[src/rtl/core/pid_pkg.sv]
`default_nettype none

package pid_pkg;

  localparam int unsigned SampleW = 10;
  localparam int unsigned ErrW    = SampleW + 1;
  localparam int unsigned DiffW   = ErrW + 1;
  localparam int unsigned GainW   = 16;
  localparam int unsigned ShiftW  = 4;
  localparam int unsigned IdxW    = 2;
  localparam int unsigned IntegW  = 48;
  localparam int unsigned DriveW  = 8;

  // Product widths: signed operand times a zero-extended unsigned gain.
  localparam int unsigned ProdW   = ErrW + GainW + 1;
  localparam int unsigned DerW    = DiffW + GainW + 1;
  // Integral increment before the period shift, with eight fraction bits added.
  localparam int unsigned IncrW   = ProdW + 8;
  // Derivative term after the left shift by up to fifteen places.
  localparam int unsigned DerShW  = DerW + (2 ** ShiftW) - 1;
  localparam int unsigned PdW     = DerShW + 1;
  // Q.16 total and its integer part.
  localparam int unsigned SumW    = PdW + 8 + 1;
  localparam int unsigned WholeW  = SumW - 16;

  localparam logic [GainW-1:0]  GainPropRst   = 16'd512;
  localparam logic [GainW-1:0]  GainIntegRst  = 16'd64;
  localparam logic [GainW-1:0]  GainDerivRst  = 16'd32;
  localparam logic [ShiftW-1:0] PeriodShiftRst = 4'd5;

  localparam logic [IntegW-1:0] IntegMax = {1'b0, {(IntegW-1){1'b1}}};
  localparam logic [IntegW-1:0] IntegMin = {1'b1, {(IntegW-1){1'b0}}};
  localparam logic [DriveW-1:0] DriveMax = {1'b0, {(DriveW-1){1'b1}}};
  localparam logic [DriveW-1:0] DriveMin = {1'b1, {(DriveW-1){1'b0}}};

  typedef enum logic [IdxW-1:0] {
    REG_GAIN_PROP    = 2'd0,
    REG_GAIN_INTEG   = 2'd1,
    REG_GAIN_DERIV   = 2'd2,
    REG_PERIOD_SHIFT = 2'd3
  } reg_idx_e;

  typedef struct packed {
    logic [GainW-1:0]  gain_prop;
    logic [GainW-1:0]  gain_integ;
    logic [GainW-1:0]  gain_deriv;
    logic [ShiftW-1:0] period_shift;
  } cfg_t;

endpackage

`default_nettype wire

[src/rtl/core/pid_cfg.sv]
`default_nettype none

module pid_cfg (
  input  wire logic                      clk_i,
  input  wire logic                      rst_ni,
  input  wire logic                      cfg_we_i,
  input  wire logic [pid_pkg::IdxW-1:0]  cfg_idx_i,
  input  wire logic [pid_pkg::GainW-1:0] cfg_data_i,
  output pid_pkg::cfg_t                  cfg_o
);

  pid_pkg::cfg_t cfg_q;
  pid_pkg::cfg_t cfg_d;

  always_comb begin
    cfg_d = cfg_q;
    if (cfg_we_i) begin
      unique case (pid_pkg::reg_idx_e'(cfg_idx_i))
        pid_pkg::REG_GAIN_PROP:    cfg_d.gain_prop    = cfg_data_i;
        pid_pkg::REG_GAIN_INTEG:   cfg_d.gain_integ   = cfg_data_i;
        pid_pkg::REG_GAIN_DERIV:   cfg_d.gain_deriv   = cfg_data_i;
        pid_pkg::REG_PERIOD_SHIFT: cfg_d.period_shift = cfg_data_i[pid_pkg::ShiftW-1:0];
        default:                   cfg_d = cfg_q;
      endcase
    end
  end

  always_ff @(posedge clk_i or negedge rst_ni) begin
    if (!rst_ni) begin
      cfg_q.gain_prop    <= pid_pkg::GainPropRst;
      cfg_q.gain_integ   <= pid_pkg::GainIntegRst;
      cfg_q.gain_deriv   <= pid_pkg::GainDerivRst;
      cfg_q.period_shift <= pid_pkg::PeriodShiftRst;
    end else begin
      cfg_q <= cfg_d;
    end
  end

  assign cfg_o = cfg_q;

endmodule

`default_nettype wire

[src/rtl/core/pid_front.sv]
`default_nettype none

module pid_front (
  input  wire logic                        clk_i,
  input  wire logic                        rst_ni,
  input  wire pid_pkg::cfg_t               cfg_i,
  input  wire logic                        valid_i,
  output logic                             ready_o,
  input  wire logic [pid_pkg::SampleW-1:0] reference_i,
  input  wire logic [pid_pkg::SampleW-1:0] measured_i,
  output logic                             valid_o,
  input  wire logic                        ready_i,
  output logic [pid_pkg::ProdW-1:0]        prod_int_o,
  output logic [pid_pkg::ProdW-1:0]        prod_prop_o,
  output logic [pid_pkg::DerW-1:0]         prod_der_o
);

  logic                        in_valid_q;
  logic [pid_pkg::SampleW-1:0] reference_q;
  logic [pid_pkg::SampleW-1:0] measured_q;
  logic                        prod_valid_q;
  logic [pid_pkg::ErrW-1:0]    prev_err_q;
  logic [pid_pkg::ProdW-1:0]   prod_int_q;
  logic [pid_pkg::ProdW-1:0]   prod_prop_q;
  logic [pid_pkg::DerW-1:0]    prod_der_q;

  logic                        in_ready;
  logic                        prod_ready;
  logic                        in_load;
  logic                        prod_load;
  logic [pid_pkg::ErrW-1:0]    err_d;
  logic [pid_pkg::DiffW-1:0]   diff;
  logic signed [pid_pkg::ProdW-1:0] prod_int_d;
  logic signed [pid_pkg::ProdW-1:0] prod_prop_d;
  logic signed [pid_pkg::DerW-1:0]  prod_der_d;

  assign prod_ready = !prod_valid_q || ready_i;
  assign in_ready   = !in_valid_q || prod_ready;
  assign in_load    = valid_i && in_ready;
  assign prod_load  = in_valid_q && prod_ready;

  assign err_d = {1'b0, reference_q} - {1'b0, measured_q};
  assign diff  = {err_d[pid_pkg::ErrW-1], err_d} - {prev_err_q[pid_pkg::ErrW-1], prev_err_q};

  // Integral uses the previous error, proportional the current, derivative the change.
  assign prod_int_d  = $signed(prev_err_q) * $signed({1'b0, cfg_i.gain_integ});
  assign prod_prop_d = $signed(err_d) * $signed({1'b0, cfg_i.gain_prop});
  assign prod_der_d  = $signed(diff) * $signed({1'b0, cfg_i.gain_deriv});

  always_ff @(posedge clk_i or negedge rst_ni) begin
    if (!rst_ni) begin
      in_valid_q   <= 1'b0;
      prod_valid_q <= 1'b0;
      prev_err_q   <= '0;
    end else begin
      if (in_ready) begin
        in_valid_q <= valid_i;
      end
      if (prod_ready) begin
        prod_valid_q <= in_valid_q;
      end
      if (prod_load) begin
        prev_err_q <= err_d;
      end
    end
  end

  always_ff @(posedge clk_i) begin
    if (in_load) begin
      reference_q <= reference_i;
      measured_q  <= measured_i;
    end
    if (prod_load) begin
      prod_int_q  <= prod_int_d;
      prod_prop_q <= prod_prop_d;
      prod_der_q  <= prod_der_d;
    end
  end

  assign ready_o     = in_ready;
  assign valid_o     = prod_valid_q;
  assign prod_int_o  = prod_int_q;
  assign prod_prop_o = prod_prop_q;
  assign prod_der_o  = prod_der_q;

endmodule

`default_nettype wire

[src/rtl/core/pid_integ.sv]
`default_nettype none

module pid_integ (
  input  wire logic                       clk_i,
  input  wire logic                       rst_ni,
  input  wire logic [pid_pkg::ShiftW-1:0] period_shift_i,
  input  wire logic                       valid_i,
  output logic                            ready_o,
  input  wire logic [pid_pkg::ProdW-1:0]  prod_int_i,
  input  wire logic [pid_pkg::ProdW-1:0]  prod_prop_i,
  input  wire logic [pid_pkg::DerW-1:0]   prod_der_i,
  output logic                            valid_o,
  input  wire logic                       ready_i,
  output logic [pid_pkg::IntegW-1:0]      integ_o,
  output logic [pid_pkg::PdW-1:0]         pd_o
);

  localparam int unsigned AccW = pid_pkg::IntegW + 1;

  logic                         valid_q;
  logic [pid_pkg::IntegW-1:0]   integ_q;
  logic [pid_pkg::IntegW-1:0]   integ_d;
  logic [pid_pkg::IntegW-1:0]   integ_out_q;
  logic [pid_pkg::PdW-1:0]      pd_q;
  logic [pid_pkg::PdW-1:0]      pd_d;

  logic                         ready;
  logic                         load;
  logic                         neg;
  logic [pid_pkg::IncrW-1:0]    scaled;
  logic [pid_pkg::IncrW-1:0]    mag;
  logic [pid_pkg::IncrW-1:0]    mag_sh;
  logic [pid_pkg::IncrW-1:0]    incr;
  logic [AccW-1:0]              acc;
  logic [pid_pkg::DerShW-1:0]   der_sh;

  assign ready = !valid_q || ready_i;
  assign load  = valid_i && ready;

  // Increment in Q.16: the product carries Q.8, so eight more fraction bits are
  // appended before the period shift, which truncates the magnitude.
  assign neg    = prod_int_i[pid_pkg::ProdW-1];
  assign scaled = {prod_int_i, 8'd0};
  assign mag    = neg ? (~scaled + 1'b1) : scaled;
  assign mag_sh = mag >> period_shift_i;
  assign incr   = neg ? (~mag_sh + 1'b1) : mag_sh;

  assign acc = {integ_q[pid_pkg::IntegW-1], integ_q}
             + {{(AccW-pid_pkg::IncrW){incr[pid_pkg::IncrW-1]}}, incr};

  always_comb begin
    if (acc[AccW-1] != acc[AccW-2]) begin
      integ_d = acc[AccW-1] ? pid_pkg::IntegMin : pid_pkg::IntegMax;
    end else begin
      integ_d = acc[pid_pkg::IntegW-1:0];
    end
  end

  assign der_sh = {{(pid_pkg::DerShW-pid_pkg::DerW){prod_der_i[pid_pkg::DerW-1]}}, prod_der_i}
                << period_shift_i;
  assign pd_d   = {{(pid_pkg::PdW-pid_pkg::ProdW){prod_prop_i[pid_pkg::ProdW-1]}}, prod_prop_i}
                + {der_sh[pid_pkg::DerShW-1], der_sh};

  always_ff @(posedge clk_i or negedge rst_ni) begin
    if (!rst_ni) begin
      valid_q <= 1'b0;
      integ_q <= '0;
    end else begin
      if (ready) begin
        valid_q <= valid_i;
      end
      if (load) begin
        integ_q <= integ_d;
      end
    end
  end

  // The updated sum travels with its item, since the next item may change it.
  always_ff @(posedge clk_i) begin
    if (load) begin
      integ_out_q <= integ_d;
      pd_q        <= pd_d;
    end
  end

  assign ready_o = ready;
  assign valid_o = valid_q;
  assign integ_o = integ_out_q;
  assign pd_o    = pd_q;

endmodule

`default_nettype wire

[src/rtl/core/pid_out.sv]
`default_nettype none

module pid_out (
  input  wire logic                        clk_i,
  input  wire logic                        rst_ni,
  input  wire logic                        valid_i,
  output logic                             ready_o,
  input  wire logic [pid_pkg::IntegW-1:0]  integ_i,
  input  wire logic [pid_pkg::PdW-1:0]     pd_i,
  output logic                             valid_o,
  input  wire logic                        ready_i,
  output logic [pid_pkg::DriveW-1:0]       drive_o,
  output logic                             saturated_o
);

  logic                         valid_q;
  logic [pid_pkg::DriveW-1:0]   drive_q;
  logic [pid_pkg::DriveW-1:0]   drive_d;
  logic                         sat_q;
  logic                         sat_d;

  logic                         ready;
  logic                         load;
  logic [pid_pkg::SumW-1:0]     total;
  logic                         round_up;
  logic [pid_pkg::WholeW-1:0]   whole;
  logic                         over;
  logic                         under;

  assign ready = !valid_q || ready_i;
  assign load  = valid_i && ready;

  assign total = {{(pid_pkg::SumW-pid_pkg::IntegW){integ_i[pid_pkg::IntegW-1]}}, integ_i}
               + {pd_i[pid_pkg::PdW-1], pd_i, 8'd0};

  // Dropping the fraction floors; a negative value with a fraction moves up by one.
  assign round_up = total[pid_pkg::SumW-1] && (|total[15:0]);
  assign whole    = total[pid_pkg::SumW-1:16] + {{(pid_pkg::WholeW-1){1'b0}}, round_up};

  assign over  = !whole[pid_pkg::WholeW-1] && (|whole[pid_pkg::WholeW-2:pid_pkg::DriveW-1]);
  assign under =  whole[pid_pkg::WholeW-1] && !(&whole[pid_pkg::WholeW-2:pid_pkg::DriveW-1]);

  always_comb begin
    drive_d = whole[pid_pkg::DriveW-1:0];
    sat_d   = 1'b0;
    if (over) begin
      drive_d = pid_pkg::DriveMax;
      sat_d   = 1'b1;
    end else if (under) begin
      drive_d = pid_pkg::DriveMin;
      sat_d   = 1'b1;
    end
  end

  always_ff @(posedge clk_i or negedge rst_ni) begin
    if (!rst_ni) begin
      valid_q <= 1'b0;
    end else if (ready) begin
      valid_q <= valid_i;
    end
  end

  always_ff @(posedge clk_i) begin
    if (load) begin
      drive_q <= drive_d;
      sat_q   <= sat_d;
    end
  end

  assign ready_o     = ready;
  assign valid_o     = valid_q;
  assign drive_o     = drive_q;
  assign saturated_o = sat_q;

endmodule

`default_nettype wire

[src/rtl/core/pid_controller_step.sv]
// Each accepted pair passes the input, product, integrator and output registers in order.
// Throughput: one sample pair per cycle; four register stages (input, products,
// integrator, output) each hold one item and stall together when the output is not taken.
// Reset: gains return to 2.0, 0.25 and 0.125, the period shift to 5, and the integrator
// and the stored previous error are cleared; the pipeline is emptied.
`default_nettype none

module pid_controller_step (
  input  wire logic                        clk_i,
  input  wire logic                        rst_ni,
  input  wire logic                        cfg_we_i,
  input  wire logic [pid_pkg::IdxW-1:0]    cfg_idx_i,
  input  wire logic [pid_pkg::GainW-1:0]   cfg_data_i,
  input  wire logic                        s_axis_tvalid,
  output logic                             s_axis_tready,
  input  wire logic [23:0]                 s_axis_tdata,  // reference [9:0], measured [19:10]
  output logic                             m_axis_tvalid,
  input  wire logic                        m_axis_tready,
  output logic [7:0]                       m_axis_tdata,  // drive [7:0]
  output logic                             m_axis_tuser   // saturated [0]
);

  pid_pkg::cfg_t                 cfg;
  logic                          prod_valid;
  logic                          prod_ready;
  logic [pid_pkg::ProdW-1:0]     prod_int;
  logic [pid_pkg::ProdW-1:0]     prod_prop;
  logic [pid_pkg::DerW-1:0]      prod_der;
  logic                          sum_valid;
  logic                          sum_ready;
  logic [pid_pkg::IntegW-1:0]    integ;
  logic [pid_pkg::PdW-1:0]       pd;

  pid_cfg u_cfg (
    .clk_i      (clk_i),
    .rst_ni     (rst_ni),
    .cfg_we_i   (cfg_we_i),
    .cfg_idx_i  (cfg_idx_i),
    .cfg_data_i (cfg_data_i),
    .cfg_o      (cfg)
  );

  pid_front u_front (
    .clk_i       (clk_i),
    .rst_ni      (rst_ni),
    .cfg_i       (cfg),
    .valid_i     (s_axis_tvalid),
    .ready_o     (s_axis_tready),
    .reference_i (s_axis_tdata[9:0]),
    .measured_i  (s_axis_tdata[19:10]),
    .valid_o     (prod_valid),
    .ready_i     (prod_ready),
    .prod_int_o  (prod_int),
    .prod_prop_o (prod_prop),
    .prod_der_o  (prod_der)
  );

  pid_integ u_integ (
    .clk_i          (clk_i),
    .rst_ni         (rst_ni),
    .period_shift_i (cfg.period_shift),
    .valid_i        (prod_valid),
    .ready_o        (prod_ready),
    .prod_int_i     (prod_int),
    .prod_prop_i    (prod_prop),
    .prod_der_i     (prod_der),
    .valid_o        (sum_valid),
    .ready_i        (sum_ready),
    .integ_o        (integ),
    .pd_o           (pd)
  );

  pid_out u_out (
    .clk_i       (clk_i),
    .rst_ni      (rst_ni),
    .valid_i     (sum_valid),
    .ready_o     (sum_ready),
    .integ_i     (integ),
    .pd_i        (pd),
    .valid_o     (m_axis_tvalid),
    .ready_i     (m_axis_tready),
    .drive_o     (m_axis_tdata),
    .saturated_o (m_axis_tuser)
  );

endmodule

`default_nettype wire
[config.mk]
export PLATFORM = sky130hd
export DESIGN_NAME = pid_controller_step
export DESIGN_NICKNAME = d
export VERILOG_FILES = /design/src/rtl/core/pid_pkg.sv /design/src/rtl/core/pid_cfg.sv /design/src/rtl/core/pid_front.sv /design/src/rtl/core/pid_integ.sv /design/src/rtl/core/pid_out.sv /design/src/rtl/core/pid_controller_step.sv
export SDC_FILE = /design/constraint.sdc
export NUM_CORES = 2
export LEC_CHECK = 0
export ABC_AREA = 1
export BUFFER_PORTS_ARGS = -buffer_cell sky130_fd_sc_hd__buf_2
export CORE_ASPECT_RATIO = 0.9
export CORE_UTILIZATION = 48
export DETAILED_ROUTE_END_ITERATION = 8
export SLEW_MARGIN = 20
export SYNTH_ARGS = -nofsm -noshare
export SYNTH_HDL_FRONTEND = slang
export SYNTH_SLANG_ARGS = --single-unit
[constraint.sdc]
create_clock -name clk_i -period 11.4 [get_ports clk_i]
set_input_delay 2.28 -clock clk_i [delete_from_list [all_inputs] [get_ports clk_i]]
set_output_delay 2.28 -clock clk_i [all_outputs]
set_load 0.005 [all_outputs]
* Word-level counts from Yosys, hierarchy flattened
Cells that the tools add are included.
** Word-level totals
- Output and inout port bits :: 11
- Input bits :: 47
- Word-level logic and storage cells :: 69
- Register bits :: 322
** Operators by class
- Bitwise gates (word level) :: 2
- Reduce and logical (&&, ||, !) cells :: 25
- Multiplexer cells :: 6
- Shift-type cells :: 2
- Equality and inequality tests :: 4
- Multipliers :: 3
- Add/sub/neg operators :: 8
** Operators with widths (number)
- 48-bit two-way mux :: 2
- 36-bit by 1-bit adder with 36-bit output, second input constant :: 2
- 36-bit two-way mux :: 2
- 36-bit inverter :: 2
- 11-bit by 17-bit multiplier with 28-bit output :: 2
- 48-bit by 53-bit adder with 54-bit output :: 1
- 48-bit by 36-bit adder with 49-bit output :: 1
- 28-bit by 44-bit adder with 45-bit output :: 1
- 44-bit by 4-bit << shifter with 44-bit output :: 1
- 38-bit by 1-bit adder with 38-bit output :: 1
- 36-bit by 4-bit >> shifter with 36-bit output :: 1
- 30-bit AND reduction :: 1
- 30-bit OR reduction :: 1
- 12-bit by 17-bit multiplier with 29-bit output :: 1
- 16-bit OR reduction :: 1
- 11-bit by 11-bit subtractor with 12-bit output :: 1
- 10-bit by 10-bit subtractor with 11-bit output :: 1
- 8-bit two-way mux :: 1
- 2-bit AND reduction :: 4
- 1-bit logical AND :: 7
- 1-bit zero test :: 6
- 2-bit equality test, second input constant :: 2
- 1-bit logical OR :: 4
- 2-bit by 1-bit equality test with 1-bit output, second input constant :: 1
- 3 further kinds :: 3

* Longest topological paths before layout
- Word-level depth :: 10
- Gate-level depth with buffers :: 49
- Depth with buffers taken out :: 47

* Hierarchy
From an unflattened synthesis, not the netlist that was laid out.
** Second synthesis, totals
- Cell total of the unflattened synthesis :: 7254
- Area, all modules :: 49740.2 um^2
** By module, submodules not included
- pid_front :: cells each 3263, area an instance 24840.1 um^2, sequential area each 3478.3 um^2, times used 1
- pid_integ :: cells each 2471, area an instance 16306.9 um^2, sequential area each 4018.9 um^2, times used 1
- pid_out :: cells each 1287, area an instance 6373.6 um^2, sequential area each 295.3 um^2, times used 1
- pid_cfg :: cells each 233, area an instance 2219.6 um^2, sequential area each 1307.5 um^2, times used 1

* Least setup slack after synthesis
Ideal clock, no wire load.
- Path type :: flip-flop to flip-flop
- Start :: reg u_front.reference_q[2] in the netlist's numbering
- End :: reg u_front.prod_der_q (netlist bit u_front.prod_der_o[27]), data pin
- Arrival :: 7.999 ns
- Data required time :: 11.135 ns
- Cell stages (with the launch flop) :: 45
- Path slack :: 3.136 ns
- Setup time :: 0.265 ns
- Buffers on the path :: 2
- Period minus slack after synthesis :: 8.264 ns
- Path through :: edfxtp_1 ha_1 nand2_1 nor2_1 a211oi_1 or2_2 nand2_1 inv_1 buf_1 ha_1 a21oi_1 inv_1 a31oi_1 or2_2 nand2_1 a21oi_1 or2_2 nand2_1 (+9 left out) fa_1 fa_1 fa_1 inv_1 fa_1 inv_1 ha_1 a21oi_1 nand2_1 nand3_1 nand2_1 a21oi_1 nor3_1 nor2_1 o21ai_0 a21oi_1 o21ai_0 xor2_1
** On the way
- Cells in the longest elaborated chain, start to end :: 3
** RTL lines
- start: declaration :: RTL line pid_front.sv:19 : logic [pid_pkg::SampleW-1:0] reference_q;
- start signal: assignment :: RTL line pid_front.sv:70 : reference_q <= reference_i;
- 10-bit by 10-bit subtractor with 11-bit output :: RTL line pid_front.sv:42 : assign err_d = {1'b0, reference_q} - {1'b0, measured_q};
- named net u_front.err_d (one bit) :: RTL line pid_front.sv:31 : logic [pid_pkg::ErrW-1:0] err_d;
- 11-bit by 11-bit subtractor with 12-bit output :: RTL line pid_front.sv:43 : assign diff = {err_d[pid_pkg::ErrW-1], err_d} - {prev_err_q[pid_pkg::ErrW-1], prev_err_q};
- 12-bit by 17-bit multiplier with 29-bit output :: RTL line pid_front.sv:48 : assign prod_der_d = $signed(diff) * $signed({1'b0, cfg_i.gain_deriv});
- named net u_front.prod_der_d (one bit) :: RTL line pid_front.sv:35 : logic signed [pid_pkg::DerW-1:0] prod_der_d;
- end signal: assignment :: RTL line pid_front.sv:76 : prod_der_q <= prod_der_d;
- end: declaration :: RTL line pid_front.sv:25 : logic [pid_pkg::DerW-1:0] prod_der_q;
The timed path passes the listed nets, and every way through them passes these cells.
A chain may end at the register's enable or synchronous reset.

* Final worst setup path
- Start :: reg u_front.measured_q[0] in the netlist's numbering
- End :: reg u_front.prod_der_q (netlist bit u_front.prod_der_o[27]), data pin
** On the way
- Cells in the longest elaborated chain, start to end :: 3
** RTL lines
- start: declaration :: RTL line pid_front.sv:20 : logic [pid_pkg::SampleW-1:0] measured_q;
- start signal: assignment :: RTL line pid_front.sv:71 : measured_q <= measured_i;
- 10-bit by 10-bit subtractor with 11-bit output :: RTL line pid_front.sv:42
- named net u_front.err_d (one bit) :: RTL line pid_front.sv:31
- 11-bit by 11-bit subtractor with 12-bit output :: RTL line pid_front.sv:43
- 12-bit by 17-bit multiplier with 29-bit output :: RTL line pid_front.sv:48
- named net u_front.prod_der_d (one bit) :: RTL line pid_front.sv:35
The timed path passes the listed nets, and every way through them passes these cells.

==> impl_metrics.py <==
metrics = {
    "status": {
        "status": "finished clean",
    },
    "drt": {
        "wl_mm": 123,
        "post_drt_wl_per_cell_um": 16.4,
        "drc_errors": 0,
        "vias": 38700,
        "drt-pass1-iter-count": 6,
        "vias_per_cell": 5.17,
        "ant_nets": 0,
        "drt_iter0_markers": 2558,
    },
    "global_route": {
        "grt_max_degree": 89,
        "grt_pass1_wl_mm": 202,
        "grt_overflow": 0,
        "antenna_found_initial": 2,
        "track_usage": 0.263,
        "first_global_vias": 37900,
    },
    "logic_synthesis": {
        "synth_edf_count": 207,
        "synth_fp_nets": 7139,
        "synth_flop_cell": "edfxtp_1",
        "ys_types": 60,
        "syn-cell-area_um2": 45200,
        "ys_seq_area_frac": 0.201,
        "async_reset_ff_frac": 0.357,
        "ys_ff_latch": 322,
        "yosys_warnings": 0,
        "synthCells": 6286,
        "avgSynthCellArea_um2": 7.19,
    },
    "setup_path": {
        "crit_path_top_delay_cell": "fa_1",
        "path_class": "reg2reg",
        "crit_top_cell": "nand2_1",
        "cp_max_fo": 15,
        "cp-end-kind": "register",
        "reg2reg_depth": 42,
        "critPathArrivalTime_ns": 9.86,
        "cpPeakStageDelay_ns": 0.55,
        "worst_setup_path_start_kind": "register",
        "r2r-end": "u_front.prod_der_o[27]",
        "critPathRequiredTime_ns": 11.72,
        "reg2reg_from": "u_front.measured_q[0]",
        "r2r_slack_ns": 1.86,
    },
    "timing": {
        "timing.final.crit_share": 0.837,
        "fin_hold_ws_ns": 0.465,
        "skew_ns": 0.0464,
        "worst_pin_slew_ns": 1.03,
        "max-slew-margin-rel": 0.311,
        "setup_viol": 0,
        "drv_slew": 0,
        "finalCriticalPeriod_ns": 9.54,
        "fmax_ghz": 0.105,
        "setup_tns_ns": 0,
        "rsz0062_at_grt": "false",
        "hold_viol": 0,
    },
    "final_layout": {
        "drive_above_1_share": 0.0526,
        "final_area_um2": 47900,
        "final_cell_mix": "nand2_1, inv_1, nor2_1",
        "syn_to_final_growth_pct": 5.92,
        "final_nets": 7074,
        "mostFrequentLayoutCell": "nand2_1",
    },
    "min_path": {
        "min_to": "u_out.valid_o",
        "hold_class": "reg2reg",
        "worstHoldStart": "u_integ.valid_o",
        "hold_depth": 2,
    },
    "clocking": {
        "cts_tree": "done",
        "numClockSinks": 322,
        "cts_setup_buffers": 0,
        "clock_path_buffers": 3,
        "root_buffer": "clkbuf_16",
        "cts_resized": 0,
        "cts.hold.buffers_added": 0,
        "path_clk_slew_ns": 0.07,
        "htree_levels": 2,
        "cts-buffers-inserted": 38,
        "clk_latency_ns": 0.61,
    },
    "floorplan": {
        "fp.dieArea_um2": 95400,
        "initial_core_util": 0.486,
        "core_area_um2": 93100,
        "die_w_um": 326,
        "io_pins": 58,
        "die_h_um": 293,
        "rows": 106,
    },
    "place": {
        "place_area_um2": 46500,
        "gp_congestion": 0.945,
        "hpwlAfterDp_mm": 102,
        "port_buffers": 53,
    },
    "run": {
        "max_cap_viol_count": 0,
    },
}
==> layer usage <==
metal / share of wire / wire (µm) / global-route usage
met4: 0.020 / 2450 / 0.0576
met1: 0.47 / 58500 / 0.371
met3: 0.052 / 6400 / 0.0294
met2: 0.45 / 55900 / 0.433
met5: 0 / 0 / 0
==> worst max-delay path by stage <==
stage                                start  cells past startpoint  slack, ns                     end
floorplan           u_front.reference_q[2]                     44       3.14  u_front.prod_der_o[27]
global placement     u_front.measured_q[0]                     42       2.02  u_front.prod_der_o[27]
detailed placement   u_front.measured_q[0]                     42       1.99  u_front.prod_der_o[27]
CTS                  u_front.measured_q[0]                     42       1.94  u_front.prod_der_o[27]
global route        u_front.reference_q[0]                     43       1.21  u_front.prod_der_o[27]
finish               u_front.measured_q[0]                     42       1.86  u_front.prod_der_o[27]
==> kinds of logic (layout without fill, tap and decap cells) <==
family	count (synthesis)	in the layout	share of synthesized area
AOI/OAI and AO/OA	699	699	0.0856
xor gates and xnor gates	212	212	0.0414
adders and majority gates	806	806	0.289
buffers and inverters	1331	1296	0.111
DFF	322	322	0.201
muxes	4	4	0.000885
other	0	1	0
and+or+nand+nor	2912	2912	0.271
==> final cells by class <==
cell class,instances,area [µm²]
Clock buffer,45,1050
Timing Repair Buffer,76,444
Sequential cell,322,9100
Multi-Input combinational cell,4633,31100
Clock inverter,25,304
Tap cell,1242,1550
Fill cell,9469,45200
Inverter,1150,4320
Antenna cell,1,2.50
==> critical path, delay by kind of cell (launching register included) <==
| family | cells | cell delay (ns) |
|---|---|---|
| flops | 1 | 0.37 |
| simple gates | 17 | 3.33 |
| xor+xnor | 1 | 0.09 |
| compound gates | 8 | 1.03 |
| buf+inv | 7 | 0.74 |
| fa+ha+maj | 9 | 3.69 |
==> synth_stat cells (3+ instances only) <==
| cell type | instances | area [µm²] |
|---|---|---|
| nand2_1 | 1788 | 6710 |
| inv_1 | 1121 | 4210 |
| nor2_1 | 491 | 1840 |
| ha_1 | 408 | 5100 |
| fa_1 | 398 | 7970 |
| nand3_1 | 365 | 1830 |
| o21ai_0 | 252 | 1260 |
| a21oi_1 | 242 | 1210 |
| edfxtp_1 | 207 | 6220 |
| xor2_1 | 140 | 1230 |
| clkbuf_1 | 124 | 465 |
| dfrtp_1 | 110 | 2750 |
| a31oi_1 | 84 | 526 |
| xnor2_1 | 70 | 613 |
| nand4_1 | 67 | 419 |
| nand2_2 | 45 | 282 |
| buf_1 | 42 | 158 |
| o21ai_1 | 33 | 165 |
| or2_2 | 31 | 194 |
| nor3_1 | 29 | 145 |
| nor2_2 | 23 | 144 |
| inv_2 | 19 | 71.3 |
| nand3_2 | 17 | 170 |
| nor2_4 | 17 | 191 |
| o211ai_1 | 15 | 113 |
| nor4_1 | 14 | 87.6 |
| o21a_1 | 12 | 90.1 |
| buf_2 | 11 | 55.1 |
| o21bai_1 | 11 | 82.6 |
| clkinv_1 | 10 | 37.5 |
| a21o_1 | 8 | 60.1 |
| nand3b_1 | 8 | 60.1 |
| o221ai_1 | 8 | 70.1 |
| a21boi_0 | 7 | 52.6 |
| a21oi_2 | 6 | 52.6 |
| dfstp_2 | 5 | 131 |
| nand2_4 | 5 | 56.3 |
| o31ai_1 | 5 | 37.5 |
| clkbuf_2 | 4 | 20.0 |
| mux2i_1 | 4 | 40.0 |
| o21ai_2 | 4 | 35.0 |
| a211oi_1 | 3 | 22.5 |
| and2_1 | 3 | 18.8 |
==> sequential cells by signal, indices dropped and copies added, names as in the netlist <==
name                 cells
u_front.prev_err_q      11
u_cfg.cfg_o             52
u_out.drive_o            8
u_integ.integ_q         48
u_front.prod_der_o      29
u_integ.pd_o            45
u_out.valid_o            1
u_integ.integ_o         48
u_front.measured_q      10
u_front.valid_o          1
u_integ.valid_o          1
u_out.saturated_o        1
u_front.reference_q     10
u_front.prod_prop_o     28
u_front.prod_int_o      28
u_front.in_valid_q       1
==> per-stage QoR <==
step / utilization / setup slack [ns] / std cells
6_report: 0.514 / 1.86 / 7494
3_5_place_dp: 0.500 / 1.99 / 7423
2_1_floorplan: - / 3.14 / 6286
3_3_place_gp: 0.500 / 2.02 / 7423
4_1_cts: 0.514 / 1.94 / 7493
5_1_grt: 0.514 / 1.21 / 7493
Power is left out: the tool's default activity adds up to more than one toggle a clock period on the data nets, which glitch-free logic cannot reach.
